File: config.mk
export PLATFORM = sky130hd
export DESIGN_NAME = broadcast_ring_buffer_flat
export DESIGN_NICKNAME = d
export VERILOG_FILES = /design/src/rtl/core/brb_pkg.sv /design/src/rtl/core/brb_req_if.sv /design/src/rtl/core/brb_rsp_if.sv /design/src/rtl/core/brb_cfg_if.sv /design/src/rtl/core/brb_slot_mem.sv /design/src/rtl/core/brb_ctrl.sv /design/src/rtl/core/broadcast_ring_buffer.sv /design/src/flat_wrapper.sv
export SDC_FILE = /design/constraint.sdc
export NUM_CORES = 1
export LEC_CHECK = 0
export BUFFER_PORTS_ARGS = -buffer_cell sky130_fd_sc_hd__buf_2
export CORE_ASPECT_RATIO = 1.25
export CORE_MARGIN = 1.5
export CORE_UTILIZATION = 62
export DETAILED_ROUTE_END_ITERATION = 6
export GPL_TIMING_DRIVEN = 0
export PLACE_DENSITY_LB_ADDON = 0.25
export RECOVER_POWER = 50
export SYNTH_ARGS = -nofsm -noshare
export SYNTH_HDL_FRONTEND = slang
export SYNTH_SLANG_ARGS = --single-unit
File: constraint.sdc
create_clock -name i_clk -period 6.4 [get_ports i_clk]
set_input_delay 0.96 -clock i_clk [delete_from_list [all_inputs] [get_ports i_clk]]
set_output_delay 0.96 -clock i_clk [all_outputs]
set_load 0.02 [all_outputs]
File: src/rtl/core/brb_pkg.sv
// brb_pkg: sizes, status codes and slot entry types of the broadcast ring buffer
// used by the channel interfaces, the slot memory, the control and the top level
// no dependencies

package brb_pkg;

    localparam int DEPTH       = 16;
    localparam int MAX_READERS = 8;
    localparam int DATA_WIDTH  = 32;

    localparam int PTR_W   = (DEPTH > 1) ? $clog2(DEPTH) : 1;
    localparam int PEND_W  = $clog2(MAX_READERS + 1);
    localparam int MARK_W  = MAX_READERS;
    localparam int RIDX_W  = (MAX_READERS > 1) ? $clog2(MAX_READERS) : 1;
    localparam int RID_W   = 3;
    localparam int CNT_W   = 4;
    localparam int STAT_W  = 2;
    localparam int WORD_W  = 32;

    typedef enum logic [STAT_W-1:0] {
        ST_OK      = 2'd0,
        ST_FULL    = 2'd1,
        ST_NOTHING = 2'd2
    } t_status;

    typedef enum logic {
        REQ_WRITE = 1'b0,
        REQ_READ  = 1'b1
    } t_req_type;

    typedef struct packed {
        logic [DATA_WIDTH-1:0] word;
        logic [PEND_W-1:0]     pending;
        logic [MARK_W-1:0]     marks;
    } t_slot;

    typedef struct packed {
        logic             rd_en;
        logic [PTR_W-1:0] rd_addr;
        logic             wr_en;
        logic [PTR_W-1:0] wr_addr;
        t_slot            wr_data;
    } t_mem_ctl;

    function automatic logic [PTR_W-1:0] next_slot(input logic [PTR_W-1:0] p);
        logic [PTR_W-1:0] r;
        r = (p == PTR_W'(DEPTH - 1)) ? '0 : p + PTR_W'(1);
        return r;
    endfunction

endpackage

File: src/rtl/core/brb_req_if.sv
// brb_req_if: request channel (write a word or read by a reader)
// depends on brb_pkg

interface brb_req_if;
    import brb_pkg::*;

    logic              valid;
    logic              ready;
    logic              req_type;
    logic [RID_W-1:0]  reader_id;
    logic [WORD_W-1:0] wr_data;

    modport source (output valid, output req_type, output reader_id, output wr_data,
                    input ready);
    modport sink   (input valid, input req_type, input reader_id, input wr_data,
                    output ready);
endinterface

File: src/rtl/core/brb_rsp_if.sv
// brb_rsp_if: response channel (status and read word)
// depends on brb_pkg

interface brb_rsp_if;
    import brb_pkg::*;

    logic              valid;
    logic              ready;
    logic [STAT_W-1:0] status;
    logic [WORD_W-1:0] rd_data;

    modport source (output valid, output status, output rd_data, input ready);
    modport sink   (input valid, input status, input rd_data, output ready);
endinterface

File: src/rtl/core/brb_cfg_if.sv
// brb_cfg_if: configuration write channel for the reader count register
// depends on brb_pkg

interface brb_cfg_if;
    import brb_pkg::*;

    logic             valid;
    logic             ready;
    logic [CNT_W-1:0] reader_count;

    modport source (output valid, output reader_count, input ready);
    modport sink   (input valid, input reader_count, output ready);
endinterface

File: src/rtl/core/brb_slot_mem.sv
// brb_slot_mem: slot memory (word, pending count, read marks), one read and one write port
// registered read data, per-entry valid bits so pending and marks read as zero after reset
// depends on brb_pkg

module brb_slot_mem (
    input  logic              i_clk,
    input  logic              i_rst_n,
    input  brb_pkg::t_mem_ctl i_ctl,
    output brb_pkg::t_slot    o_rd_data
);
    import brb_pkg::*;

    t_slot            r_mem [DEPTH];
    logic [DEPTH-1:0] r_valid;
    t_slot            r_rd_entry;
    logic             r_rd_valid;

    always_ff @(posedge i_clk) begin
        if (i_ctl.wr_en) begin
            r_mem[i_ctl.wr_addr] <= i_ctl.wr_data;
        end
        if (i_ctl.rd_en) begin
            r_rd_entry <= r_mem[i_ctl.rd_addr];
        end
    end

    always_ff @(posedge i_clk) begin
        if (!i_rst_n) begin
            r_valid    <= '0;
            r_rd_valid <= 1'b0;
        end else begin
            if (i_ctl.wr_en) begin
                r_valid[i_ctl.wr_addr] <= 1'b1;
            end
            if (i_ctl.rd_en) begin
                r_rd_valid <= r_valid[i_ctl.rd_addr];
            end
        end
    end

    always_comb begin
        o_rd_data = r_rd_entry;
        if (!r_rd_valid) begin
            o_rd_data.pending = '0;
            o_rd_data.marks   = '0;
        end
    end
endmodule

File: src/rtl/core/brb_ctrl.sv
// brb_ctrl: request decode, write and reader pointers, slot read-modify-write, response register
// depends on brb_pkg, brb_req_if, brb_rsp_if

module brb_ctrl (
    input  logic                     i_clk,
    input  logic                     i_rst_n,
    input  logic [brb_pkg::CNT_W-1:0] i_reader_count,
    brb_req_if.sink                  i_req,
    brb_rsp_if.source                o_rsp,
    output brb_pkg::t_mem_ctl        o_mem_ctl,
    input  brb_pkg::t_slot           i_mem_rd
);
    import brb_pkg::*;

    logic                  r_busy;
    logic                  r_is_read;
    logic                  r_rid_ok;
    logic [RIDX_W-1:0]     r_ridx;
    logic [DATA_WIDTH-1:0] r_wdata;
    logic [PTR_W-1:0]      r_addr;
    logic [PTR_W-1:0]      r_wp;
    logic [PTR_W-1:0]      r_rptr [MAX_READERS];
    logic                  r_out_valid;
    t_status               r_status;
    logic [WORD_W-1:0]     r_rd_data;

    logic                  accept;
    logic                  exec;
    logic [RIDX_W-1:0]     in_ridx;
    logic                  in_rid_ok;
    logic [PEND_W-1:0]     eff_count;
    logic [MARK_W-1:0]     rd_bit;
    logic                  adv_wp;
    logic                  adv_rp;
    t_status               n_status;
    logic [WORD_W-1:0]     n_rd_data;

    assign accept    = i_req.valid && i_req.ready;
    assign i_req.ready = !r_busy;
    assign exec      = r_busy && (!r_out_valid || o_rsp.ready);
    assign in_ridx   = RIDX_W'(i_req.reader_id);
    assign in_rid_ok = 32'(i_req.reader_id) < MAX_READERS;
    assign eff_count = (32'(i_reader_count) > MAX_READERS) ? PEND_W'(MAX_READERS)
                                                          : PEND_W'(i_reader_count);
    assign rd_bit    = MARK_W'(1) << r_ridx;

    always_comb begin
        o_mem_ctl.rd_en   = accept;
        o_mem_ctl.rd_addr = (i_req.req_type == REQ_WRITE) ? r_wp : r_rptr[in_ridx];
        o_mem_ctl.wr_en   = 1'b0;
        o_mem_ctl.wr_addr = r_addr;
        o_mem_ctl.wr_data = i_mem_rd;
        adv_wp    = 1'b0;
        adv_rp    = 1'b0;
        n_status  = ST_OK;
        n_rd_data = '0;
        if (!r_is_read) begin
            if (i_mem_rd.pending != '0) begin
                n_status = ST_FULL;
            end else begin
                o_mem_ctl.wr_en           = exec;
                o_mem_ctl.wr_data.word    = r_wdata;
                o_mem_ctl.wr_data.pending = eff_count;
                o_mem_ctl.wr_data.marks   = '0;
                adv_wp = 1'b1;
            end
        end else if (!r_rid_ok || i_mem_rd.pending == '0) begin
            n_status = ST_NOTHING;
        end else if ((i_mem_rd.marks & rd_bit) != '0) begin
            n_status = ST_NOTHING;
            adv_rp   = 1'b1;
        end else begin
            n_rd_data                 = WORD_W'(i_mem_rd.word);
            o_mem_ctl.wr_en           = exec;
            o_mem_ctl.wr_data.pending = i_mem_rd.pending - PEND_W'(1);
            o_mem_ctl.wr_data.marks   = i_mem_rd.marks | rd_bit;
            adv_rp = 1'b1;
        end
    end

    always_ff @(posedge i_clk) begin
        if (accept) begin
            r_is_read <= (i_req.req_type == REQ_READ);
            r_rid_ok  <= in_rid_ok;
            r_ridx    <= in_ridx;
            r_wdata   <= DATA_WIDTH'(i_req.wr_data);
            r_addr    <= o_mem_ctl.rd_addr;
        end
        if (exec) begin
            r_status  <= n_status;
            r_rd_data <= n_rd_data;
        end
    end

    always_ff @(posedge i_clk) begin
        if (!i_rst_n) begin
            r_busy      <= 1'b0;
            r_out_valid <= 1'b0;
            r_wp        <= '0;
            for (int i = 0; i < MAX_READERS; i++) begin
                r_rptr[i] <= '0;
            end
        end else begin
            if (accept) begin
                r_busy <= 1'b1;
            end else if (exec) begin
                r_busy <= 1'b0;
            end
            if (exec) begin
                r_out_valid <= 1'b1;
            end else if (o_rsp.ready) begin
                r_out_valid <= 1'b0;
            end
            if (exec && adv_wp) begin
                r_wp <= next_slot(r_wp);
            end
            if (exec && adv_rp) begin
                r_rptr[r_ridx] <= next_slot(r_addr);
            end
        end
    end

    assign o_rsp.valid   = r_out_valid;
    assign o_rsp.status  = r_status;
    assign o_rsp.rd_data = r_rd_data;

    a_out_after_exec: assert property (@(posedge i_clk) disable iff (!i_rst_n)
        $rose(r_out_valid) |-> $past(r_busy))
        else $error("response raised without a request in flight");

    a_wr_only_exec: assert property (@(posedge i_clk) disable iff (!i_rst_n)
        o_mem_ctl.wr_en |-> exec)
        else $error("slot write outside the execute cycle");

    a_full_holds_wp: assert property (@(posedge i_clk) disable iff (!i_rst_n)
        (exec && n_status == ST_FULL) |=> $stable(r_wp))
        else $error("write pointer moved on a refused write");

    a_pending_bound: assert property (@(posedge i_clk) disable iff (!i_rst_n)
        o_mem_ctl.wr_en |-> 32'(o_mem_ctl.wr_data.pending) <= MAX_READERS)
        else $error("pending count above reader limit");
endmodule

File: src/rtl/core/broadcast_ring_buffer.sv
// Broadcast ring buffer: one writer and up to eight readers share a ring of sixteen slots;
// each request (write, or read by a reader) gives one response with a status and a read word.
// The slot is read from the slot memory in the accept cycle, then modified and written back
// when the response register is free; a new request is taken only after that write-back.
// A full response register lets a new request be taken while a response waits. The user must
// write the reader count register via the configuration channel only while idle (unenforced).
// depends on brb_pkg, brb_req_if, brb_rsp_if, brb_cfg_if, brb_slot_mem, brb_ctrl

module broadcast_ring_buffer (
    input  logic      i_clk,
    input  logic      i_rst_n,
    brb_req_if.sink   i_req,
    brb_rsp_if.source o_rsp,
    brb_cfg_if.sink   i_cfg
);
    import brb_pkg::*;

    logic [CNT_W-1:0] r_reader_count;
    t_mem_ctl         mem_ctl;
    t_slot            mem_rd;

    assign i_cfg.ready = 1'b1;

    always_ff @(posedge i_clk) begin
        if (!i_rst_n) begin
            r_reader_count <= CNT_W'(1);
        end else if (i_cfg.valid && i_cfg.ready) begin
            r_reader_count <= i_cfg.reader_count;
        end
    end

    brb_slot_mem u_slot_mem (
        .i_clk     (i_clk),
        .i_rst_n   (i_rst_n),
        .i_ctl     (mem_ctl),
        .o_rd_data (mem_rd)
    );

    brb_ctrl u_ctrl (
        .i_clk          (i_clk),
        .i_rst_n        (i_rst_n),
        .i_reader_count (r_reader_count),
        .i_req          (i_req),
        .o_rsp          (o_rsp),
        .o_mem_ctl      (mem_ctl),
        .i_mem_rd       (mem_rd)
    );
endmodule

File: src/flat_wrapper.sv
// flat-port wrapper written by rule: the top's interface ports become plain ports
module broadcast_ring_buffer_flat import brb_pkg::*;
  (i_clk, i_rst_n, i_req_valid, i_req_req_type, i_req_reader_id, i_req_wr_data, i_req_ready, o_rsp_valid, o_rsp_status, o_rsp_rd_data, o_rsp_ready, i_cfg_valid, i_cfg_reader_count, i_cfg_ready);
  brb_req_if i_req_i ();
  brb_rsp_if o_rsp_i ();
  brb_cfg_if i_cfg_i ();
  input  logic i_clk;
  input  logic i_rst_n;
  input wire logic [$bits(i_req_i.valid)-1:0] i_req_valid;
  input wire logic [$bits(i_req_i.req_type)-1:0] i_req_req_type;
  input wire logic [$bits(i_req_i.reader_id)-1:0] i_req_reader_id;
  input wire logic [$bits(i_req_i.wr_data)-1:0] i_req_wr_data;
  output wire logic [$bits(i_req_i.ready)-1:0] i_req_ready;
  output wire logic [$bits(o_rsp_i.valid)-1:0] o_rsp_valid;
  output wire logic [$bits(o_rsp_i.status)-1:0] o_rsp_status;
  output wire logic [$bits(o_rsp_i.rd_data)-1:0] o_rsp_rd_data;
  input wire logic [$bits(o_rsp_i.ready)-1:0] o_rsp_ready;
  input wire logic [$bits(i_cfg_i.valid)-1:0] i_cfg_valid;
  input wire logic [$bits(i_cfg_i.reader_count)-1:0] i_cfg_reader_count;
  output wire logic [$bits(i_cfg_i.ready)-1:0] i_cfg_ready;
  assign i_req_i.valid = i_req_valid;
  assign i_req_i.req_type = i_req_req_type;
  assign i_req_i.reader_id = i_req_reader_id;
  assign i_req_i.wr_data = i_req_wr_data;
  assign i_req_ready = i_req_i.ready;
  assign o_rsp_valid = o_rsp_i.valid;
  assign o_rsp_status = o_rsp_i.status;
  assign o_rsp_rd_data = o_rsp_i.rd_data;
  assign o_rsp_i.ready = o_rsp_ready;
  assign i_cfg_i.valid = i_cfg_valid;
  assign i_cfg_i.reader_count = i_cfg_reader_count;
  assign i_cfg_ready = i_cfg_i.ready;
  broadcast_ring_buffer u_core (.i_clk(i_clk), .i_rst_n(i_rst_n), .i_req(i_req_i), .o_rsp(o_rsp_i), .i_cfg(i_cfg_i));
endmodule
# After elaboration in Yosys (flattened, before gate mapping)
# Memory sizes are Yosys's and may differ from the RTL's. A register that Yosys moved wholly into a read port is not among the register bits.
# Cells that the tools add are included.
# word_totals
in_bits	45
word_cells	82
output_inout_bits	37
register_bits	101
mem_bits_rw	736
mem_count	2
# mem_list
name	words	word_bits	read_ports	rd_clocked_by_memory_dff	write_ports	line_no	text
u_core.u_slot_mem.r_mem	16	44	1	1	1	brb_slot_mem.sv:13	t_slot r_mem [DEPTH];
u_core.u_ctrl.r_rptr	8	4	1	0	8	brb_ctrl.sv:22	logic [PTR_W-1:0] r_rptr [MAX_READERS];
# op_classes
shift	1
n_reduce_logical	15
n_bitwise	4
eq_ne	2
order_cmp	4
addsub	3
mux	39
# op_table
operator	n
$mux 12	4
$mux 44	1
$mux 32	1
$mux 1	22
$mux 4	5
$or 16x16->16	1
$lt 4x5->1 const B	2
$add 4x1->4 const B	2
$and 8x8->8	1
$eq 4x4->1 const B	2
$or 8x8->8	1
$reduce_bool 8->1	1
$shl 1x3->8 const A	1
$mux 2	3
$logic_and 1x1->1	5
$bmux 1 s4	1
$demux 1 s4	1
$ge 4x1->1 const B	1
$gt 4x4->1 const B	1
$logic_not 4->1	1
$reduce_bool 2->1	2
$reduce_bool 4->1	1
$reduce_or 4->1	1
$sub 4x1->4 const B	1
5 further kinds	6

# Logic depth before layout (Yosys ltp)
# Gate-level depths: netlist of run 1.
# logic_depth
word_depth	10
mapped_depth	12

# Hierarchy
# Synthesis of run 1 repeated with hierarchy kept, for this count alone.
# hier_totals
cells_unflattened	1568
area_unflattened_um2	33971.3
# by_module_without_submodules
module	cells_each	area_each_um2	instances
brb_slot_mem	1139	28791.4	1
brb_ctrl	414	5021.1	1
broadcast_ring_buffer	15	158.9	1

# Worst setup path before layout of run 1
# Ideal clock, no wire load.
# synth_timing
path_type	input to register
startpoint	in i_req_valid
endpoint	reg u_core.u_slot_mem.r_rd_valid
path_slack_ns	0.926
stages	3
setup_ns	0.094
arrival_time_ns	5.380
t_required_ns	6.306
path_buffers	0
path_cell_list	nor2b_1 > o2111ai_1 > o211ai_1
# synth_between
elab_chain_len	1
# synth_rtl
item	line_no	text
start, declared	flat_wrapper.sv:9	input wire logic [$bits(i_req_i.valid)-1:0] i_req_valid;
$logic_and 1x1->1	brb_ctrl.sv:38	assign accept = i_req.valid && i_req.ready;
end signal, assigned	brb_slot_mem.sv:36	r_rd_valid <= r_valid[i_ctl.rd_addr];
end, declared	brb_slot_mem.sv:16	logic r_rd_valid;
# No other way between the ends.
# A chain may end at the register's enable or synchronous reset.

# Worst setup path in the final report of run 1
# layout_timing
startpoint	reg u_core.u_slot_mem.r_rd_valid
endpoint	mem u_core.u_slot_mem.r_mem[3][18] (netlist bit), enable pin
# layout_between
elab_chain_len	8
elab_cells_between_ends	11
# layout_rtl
item	line_no	text
$mux 12 (*)	brb_slot_mem.sv:43	if (!r_rd_valid) begin
$and 8x8->8	brb_ctrl.sv:69	end else if ((i_mem_rd.marks & rd_bit) != '0) begin
$reduce_bool 8->1	brb_ctrl.sv:69	
$mux 1	brb_ctrl.sv:69	
$mux 1	brb_ctrl.sv:67	end else if (!r_rid_ok || i_mem_rd.pending == '0) begin
$mux 1 (*)	brb_ctrl.sv:57	if (!r_is_read) begin
$mux 1 (*)	brb_slot_mem.sv:19	if (i_ctl.wr_en) begin
$mux 1 (implied by the code) (*)	brb_slot_mem.sv:20	r_mem[i_ctl.wr_addr] <= i_ctl.wr_data;
end, declared	brb_slot_mem.sv:13	
# Every way passes the cells marked *; elsewhere a longest branch is shown, timed or not.

==> flow_summary.ini, run 1 <==
[sta]
worstMarginPinSlew_ns = 2.067
post-route-min-period_ns = 5.015
rsz0062_at_grt = no
fin_crit_sh = 0.7835
setup_tns_ns = 0
skew_ns = 0.02509
fmax_ghz = 0.1994
hold_viol_final = 0
whs_ns = 0.4693
slew_headroom = -0.3884
maxSlewViolCount = 131
setup_viol = 0

[logic_synthesis]
synth_cell_type_count = 47
syn_area_mm2 = 0.03511
yosysWarnings = 0
syn-num-nets = 2733
seq_area_frac_synth = 0.7457
avgSynthCellArea_um2 = 13.09
synthArstFlopShare = 0
syn_inst = 2682
synth-main-ff-cell = edfxtp_1
yosys_register_bits = 881
synth-edff-count = 854

[final_layout]
area_growth_pct = 13.28
nets = 2931
n_antenna_cell = 0
drive_gt1_frac = 0.1116
fillers = 3634

[hold_path]
worstHoldEndpoint = u_core.u_slot_mem.r_valid[10]
hold-path-cell-count = 1
holdCritPathClass = reg -> reg
hold_path.startpoint = u_core.u_slot_mem.r_valid[10]

[routing]
drc = 0
vias_per_cell = 6.260
drt-total-wl_um = 92650
vias = 23100
first_pass_iters = 6
drtAntennaViolNets = 0
drtIter0Drc = 3042
wl_per_cell_um = 25.11

[clock_network]
cts.sinks = 881
clkTransAtPathRegs_ns = 0.07
h-tree-depth = 3
ctsHoldBuffers = 0
cts_resized = 0
cts_buffers = 82
clockRootBuffer = clkbuf_16
clock_latency_ns = 0.64
tritoncts = yes
cts_buffer_depth = 3
post_cts_buffers = 0

[run]
cap_violations = 6

[setup_path]
reg2reg_to = u_core.u_slot_mem.r_mem[3][18]
r2r_slack_ns = 1.39
critPathKind = reg -> reg
critPathCaptureType = register
start_kind = register
r2r-start = u_core.u_slot_mem.r_rd_valid
critPathMaxFanout = 16
r2r_cells = 10
crit_start = u_core.u_slot_mem.r_rd_valid
cp.required_ns = 6.73
arrival_ns = 5.34

[outcome]
status = finished, violations left
violations = capacitance limit, slew limit

[die]
core.rowCount = 97
die_y_um = 269.1
die_w_um = 215.9
start_util = 0.6263
design.core.area_mm2 = 0.05607
dieArea_mm2 = 0.05808
ioPinCount = 82

[grt]
grt_antenna_before_repair = 1
grt_pass1_wl_um = 137300
grt-ovfl-total = 0
grt_start_max_net_pins = 33
grt_pass1_vias = 22738
grt_usage = 0.3219

[power_and_ir_drop]
leakagePower_nw = 14.56
p_per_area_mw_per_mm2 = 319.5
peakVddDrop_mv = 0.2217

[place]
post-dp-hpwl_um = 60240
gp_congestion = 0.8729
port_buffers = 79
[cell usage after synthesis, types with 2 or more instances]
cell type  instances  area [um^2]
a21boi_0           4        30.03
a21o_1             5        37.54
a21oi_1            7        35.03
a221oi_1           2        17.52
a22o_1             4        35.03
a32o_1             4        40.04
and2_1            37        231.5
and3_1             2        12.51
buf_1              7        26.28
buf_2             71        355.3
buf_4              7        52.55
buf_6             38        427.9
clkbuf_1          40        150.1
dfxtp_1           27        540.5
edfxtp_1         854        25640
ha_1               6        75.07
inv_1              6        22.52
inv_4              2        12.51
mux2i_1           19        190.2
mux4_2            10        225.2
nand2_1         1018         3821
nand2b_1           2        12.51
nand3_1          179        895.9
nand4_1           45        281.5
nor2_1            54        202.7
nor2_4             3        33.78
nor2b_1            9        56.30
nor3_2             4        40.04
o211ai_1         177         1329
o21a_1            17        127.6
o21ai_0            5        25.02
xnor2_1            2        17.52
[kinds of logic after synthesis]
| kind of cell | synth area share |
|---|---|
| AO/OA/AOI/OAI | 0.04960 |
| XOR/XNOR | 0.0004989 |
| adder cells (fa/ha/maj) | 0.002138 |
| buffers and inverters | 0.02993 |
| flip-flops | 0.7457 |
| multiplexers | 0.01215 |
| other | 0.0001068 |
| AND/OR/NAND/NOR | 0.1599 |
[state kept, by name, indices dropped and copies added, names as in the netlist, 4 cells and up]
register	count
u_core.u_slot_mem.r_valid	16
u_core.u_ctrl.r_rptr	32
u_core.u_slot_mem.r_rd_entry	12
u_core.u_ctrl.r_wdata	32
u_core.u_slot_mem.o_rd_data	32
u_core.u_ctrl.o_rsp.rd_data	32
u_core.u_slot_mem.r_mem	704
u_core.r_reader_count	4
u_core.u_ctrl.r_addr	4
u_core.u_ctrl.r_wp	4
[metrics by stage]
| stage | instances | instance area (um^2) | power (mW) | utilization | worst slack, ns |
|---|---|---|---|---|---|
| 6_report | 3690 | 39780 | 12.71 | 0.7094 | 1.385 |
| 3_5_place_dp | 3538 | 37280 | 7.879 | 0.6649 | 2.289 |
| 5_1_grt | 3690 | 39780 | 13.02 | 0.7094 | 1.205 |
| 2_1_floorplan | 2682 | 35110 | 7.408 | - | 0.9261 |
| 3_3_place_gp | 3503 | 36440 | 7.821 | 0.6499 | -2.188 |
| 4_1_cts | 3690 | 39990 | 12.71 | 0.7132 | 2.253 |
[worst max-delay path by stage]
| stage | depth (start not counted) | slack, ns | endpoint |
|---|---|---|---|
| 2_1_floorplan | 3 | 0.93 | u_core.u_slot_mem.r_rd_valid |
| 3_3_place_gp | 4 | -2.19 | u_core.u_slot_mem.r_rd_valid |
| 3_5_place_dp | 9 | 2.29 | u_core.u_slot_mem.r_mem[5][22] |
| 4_1_cts | 10 | 2.25 | u_core.u_slot_mem.r_mem[7][27] |
| 5_1_grt | 10 | 1.21 | u_core.u_slot_mem.r_mem[3][20] |
| 6_report | 10 | 1.39 | u_core.u_slot_mem.r_mem[3][18] |
[metal layers]
layer  GRT usage  vias up  part of all wire
met5           0        -           0.00025
met4      0.1686        4             0.050
met3     0.05618      296             0.095
met2      0.5413     1432              0.49
met1      0.4044    11348              0.36
li1            -    10020                 -
[worst max-delay path, stage by stage (launching register included)]
cell and delay [ns]:
dfxtp_1 0.30, clkbuf_1 0.19, nand2_1 0.17, ha_1 0.26, nand2_1 0.15, nor2_1 1.06
o21a_1 0.28, nand2_1 0.20, nor3_1 1.59, buf_8 0.26, buf_8 0.20
[layout make-up]
type / instances / area, um^2 / area share
buffer: 163 / 1003 / 0.02523
clock buffer: 107 / 2282 / 0.05737
clock inverter: 45 / 429.2 / 0.01079
inverter: 9 / 38.79 / 0.0009751
multi-input combinational: 1629 / 7929 / 0.1993
sequential: 881 / 26190 / 0.6583
tap: 742 / 928.4 / 0.02334
timing repair buffer: 114 / 982.2 / 0.02469
[layout by cell type (no fill, tap or decap), types with 3 or more instances in the layout]
cell / count
clkbuf_1: 110
inv_1: 6
mux2i_1: 19
clkinv_1: 11
a21boi_0: 5
mux4_2: 10
dfxtp_1: 27
clkinv_2: 20
buf_16: 10
a22o_1: 4
ha_1: 6
nand4_1: 45
a21oi_1: 7
nand2_1: 1018
a21o_1: 6
nor2b_1: 9
and2_0: 26
o21ai_0: 5
buf_1: 6
nor3_1: 3
clkbuf_8: 3
nor2_1: 46
clkbuf_16: 87
nor2_4: 11
buf_6: 38
buf_8: 8
a32o_1: 4
bufinv_16: 8
buf_2: 105
and2_1: 12
o211ai_1: 177
edfxtp_1: 854
buf_4: 6
buf_12: 11
clkinvlp_4: 4
o21a_1: 17
nand3_1: 179
[where the power goes]
group / switching (mW) / internal (mW)
Sequential: 0.0387 / 6.55
Combinational: 0.885 / 0.300
Clock: 2.09 / 2.84
No activity file was read; power rests on OpenSTA's default activity.
==> inputs of run 2 (changes only) <==
Clock period 6.4 ns to 4.7 ns, I/O delays scaled along.
==> run 2 against run 1 <==
Against the previous run:
- the flow still finishes with violations (capacitance limit, slew limit)
- clock power is 41% higher
- critical endpoint is now u_core.u_slot_mem.r_mem[8][28]
- die area stayed put
- final cell count is 0.16% lower
- sequential share of layout area is 0.064 points lower
- worst hold slack worse by 0.23 ns
==> flow_summary.ini, run 2 (same netlist as run 1, synthesis figures left out) <==
[final_layout]
layout_commonest_cell = nand2_1
n_antenna_cell = 0
final_area_mm2 = 0.03982
area_growth_pct = 13.39
largest_register_ffs = 704
drive_gt1_frac = 0.1115
largest-register = u_core.u_slot_mem.r_mem
fin_cells = 3684
final_util = 0.7101
nets = 2926
mostFrequentLayoutCells = nand2_1 (1,018), edfxtp_1 (854), nand3_1 (179), o211ai_1 (177)

[routing]
first_pass_iters = 6
drc = 0
drtAntennaViolNets = 0
drtIter0Drc = 3332
vias_per_cell = 6.238
vias = 22979
drt-total-wl_um = 92060
wl_per_cell_um = 24.99

[clock_network]
clock_latency_ns = 0.63
post_cts_buffers = 0
clockRootBuffer = clkbuf_16
h-tree-depth = 3
ctsHoldBuffers = 0
cts_resized = 0
tritoncts = yes
cts_buffer_depth = 3
clkTransAtPathRegs_ns = 0.06
cts_buffers = 82
cts.sinks = 881

[setup_path]
cp_common_cell = nand2_1
arrival_ns = 4.62
critPathKind = reg -> reg
start_kind = register
critPathMaxFanout = 27
slowest_stage = nor2_1
critPathCaptureType = register
cp.required_ns = 5.02
cp_cell_sequence = clkbuf_1, nand2_1, ha_1, nand2_1, nor2_1, o21a_1, nand2_1, nor2_2, buf_12
slowest_delay_ns = 1.05

[sta]
worstMarginPinSlew_ns = 2.032
skew_ns = 0.01552
post-route-min-period_ns = 4.302
rsz0062_at_grt = no
hold_viol_final = 0
slew_headroom = -0.3545
fin_crit_sh = 0.9153
maxSlewViolCount = 90
setup_viol = 0
whs_ns = 0.2437
fmax_ghz = 0.2325

[die]
die_y_um = 269.1
dieArea_mm2 = 0.05808
core.rowCount = 97
design.core.area_mm2 = 0.05607
ioPinCount = 82
die_w_um = 215.9
start_util = 0.6263

[power_and_ir_drop]
p_per_area_mw_per_mm2 = 440.5
peakVddDrop_mv = 0.2971
leakagePower_nw = 14.57

[grt]
grt_usage = 0.3187
grt-ovfl-total = 0
grt_antenna_before_repair = 0
grt_start_max_net_pins = 33
grt_pass1_vias = 22497
grt_pass1_wl_um = 135800

[place]
post-dp-hpwl_um = 59530
gp_congestion = 0.8594
dp_cells = 3533
port_buffers = 79
postPlaceCellArea_mm2 = 0.03722

[outcome]
violations = capacitance limit, slew limit
status = finished, violations left

[hold_path]
holdCritPathClass = in -> reg

[run]
cap_violations = 3
## run 2: cell count changes in the layout (fill, tap and decap cells not counted), sizes merged
cell    before  now
buf        184  178
clkbuf     200  194
bufinv       8   13
inv         10   11
## run 2: layout make-up
class	instances	area, um^2
inverters	9	38.79
plain buffers	163	1003
multi-input cells	1629	7946
repair buffers	109	893.4
clock inverters	51	595.6
fillers	3650	16250
clock buffers	100	2226
flip-flops and latches	881	26190
well taps	742	928.4
## run 2: routing by layer
layer  part of all wire  global-route usage
met1               0.36              0.4031
met2               0.51              0.5415
met3              0.094             0.05031
met4              0.044              0.1569
met5                  0                   0
## run 2: per-stage QoR
stage	power, mW	TNS, ns	setup slack (ns)
floorplan	10.09	-61.24	-0.1424
global placement	10.64	-2276.85	-3.605
detailed placement	10.72	0	0.5225
CTS	17.54	0	0.5164
global route	17.96	0	0.1980
finish	17.54	0	0.3981
## run 2: path summary, 6_finish.rpt
path                                      start                        endpoint  slack, ns  cells past startpoint
hold reg to reg   u_core.u_slot_mem.r_valid[10]   u_core.u_slot_mem.r_valid[10]       0.47                      1
setup / recovery   u_core.u_slot_mem.r_rd_valid  u_core.u_slot_mem.r_mem[8][28]       0.40                      9
hold / removal                i_req_wr_data[10]       u_core.u_ctrl.r_wdata[10]       0.24                      1
setup reg to reg   u_core.u_slot_mem.r_rd_valid  u_core.u_slot_mem.r_mem[8][28]       0.40                      9
## run 2: power by group
group / internal (mW) / switching, mW / leakage [nW]
combinational: 0.408 / 1.20 / 5.04
sequential: 8.92 / 0.0540 / 8.15
clock: 4.10 / 2.87 / 1.37
total: 13.4 / 4.12 / 14.6
## run 2: critical path: cells and delay by family (launching register included)
kind            cells  cell delay (ns)
buf+inv             2             0.51
fa+ha+maj           1             0.25
flops               1             0.30
compound gates      1             0.27
simple gates        5             2.61
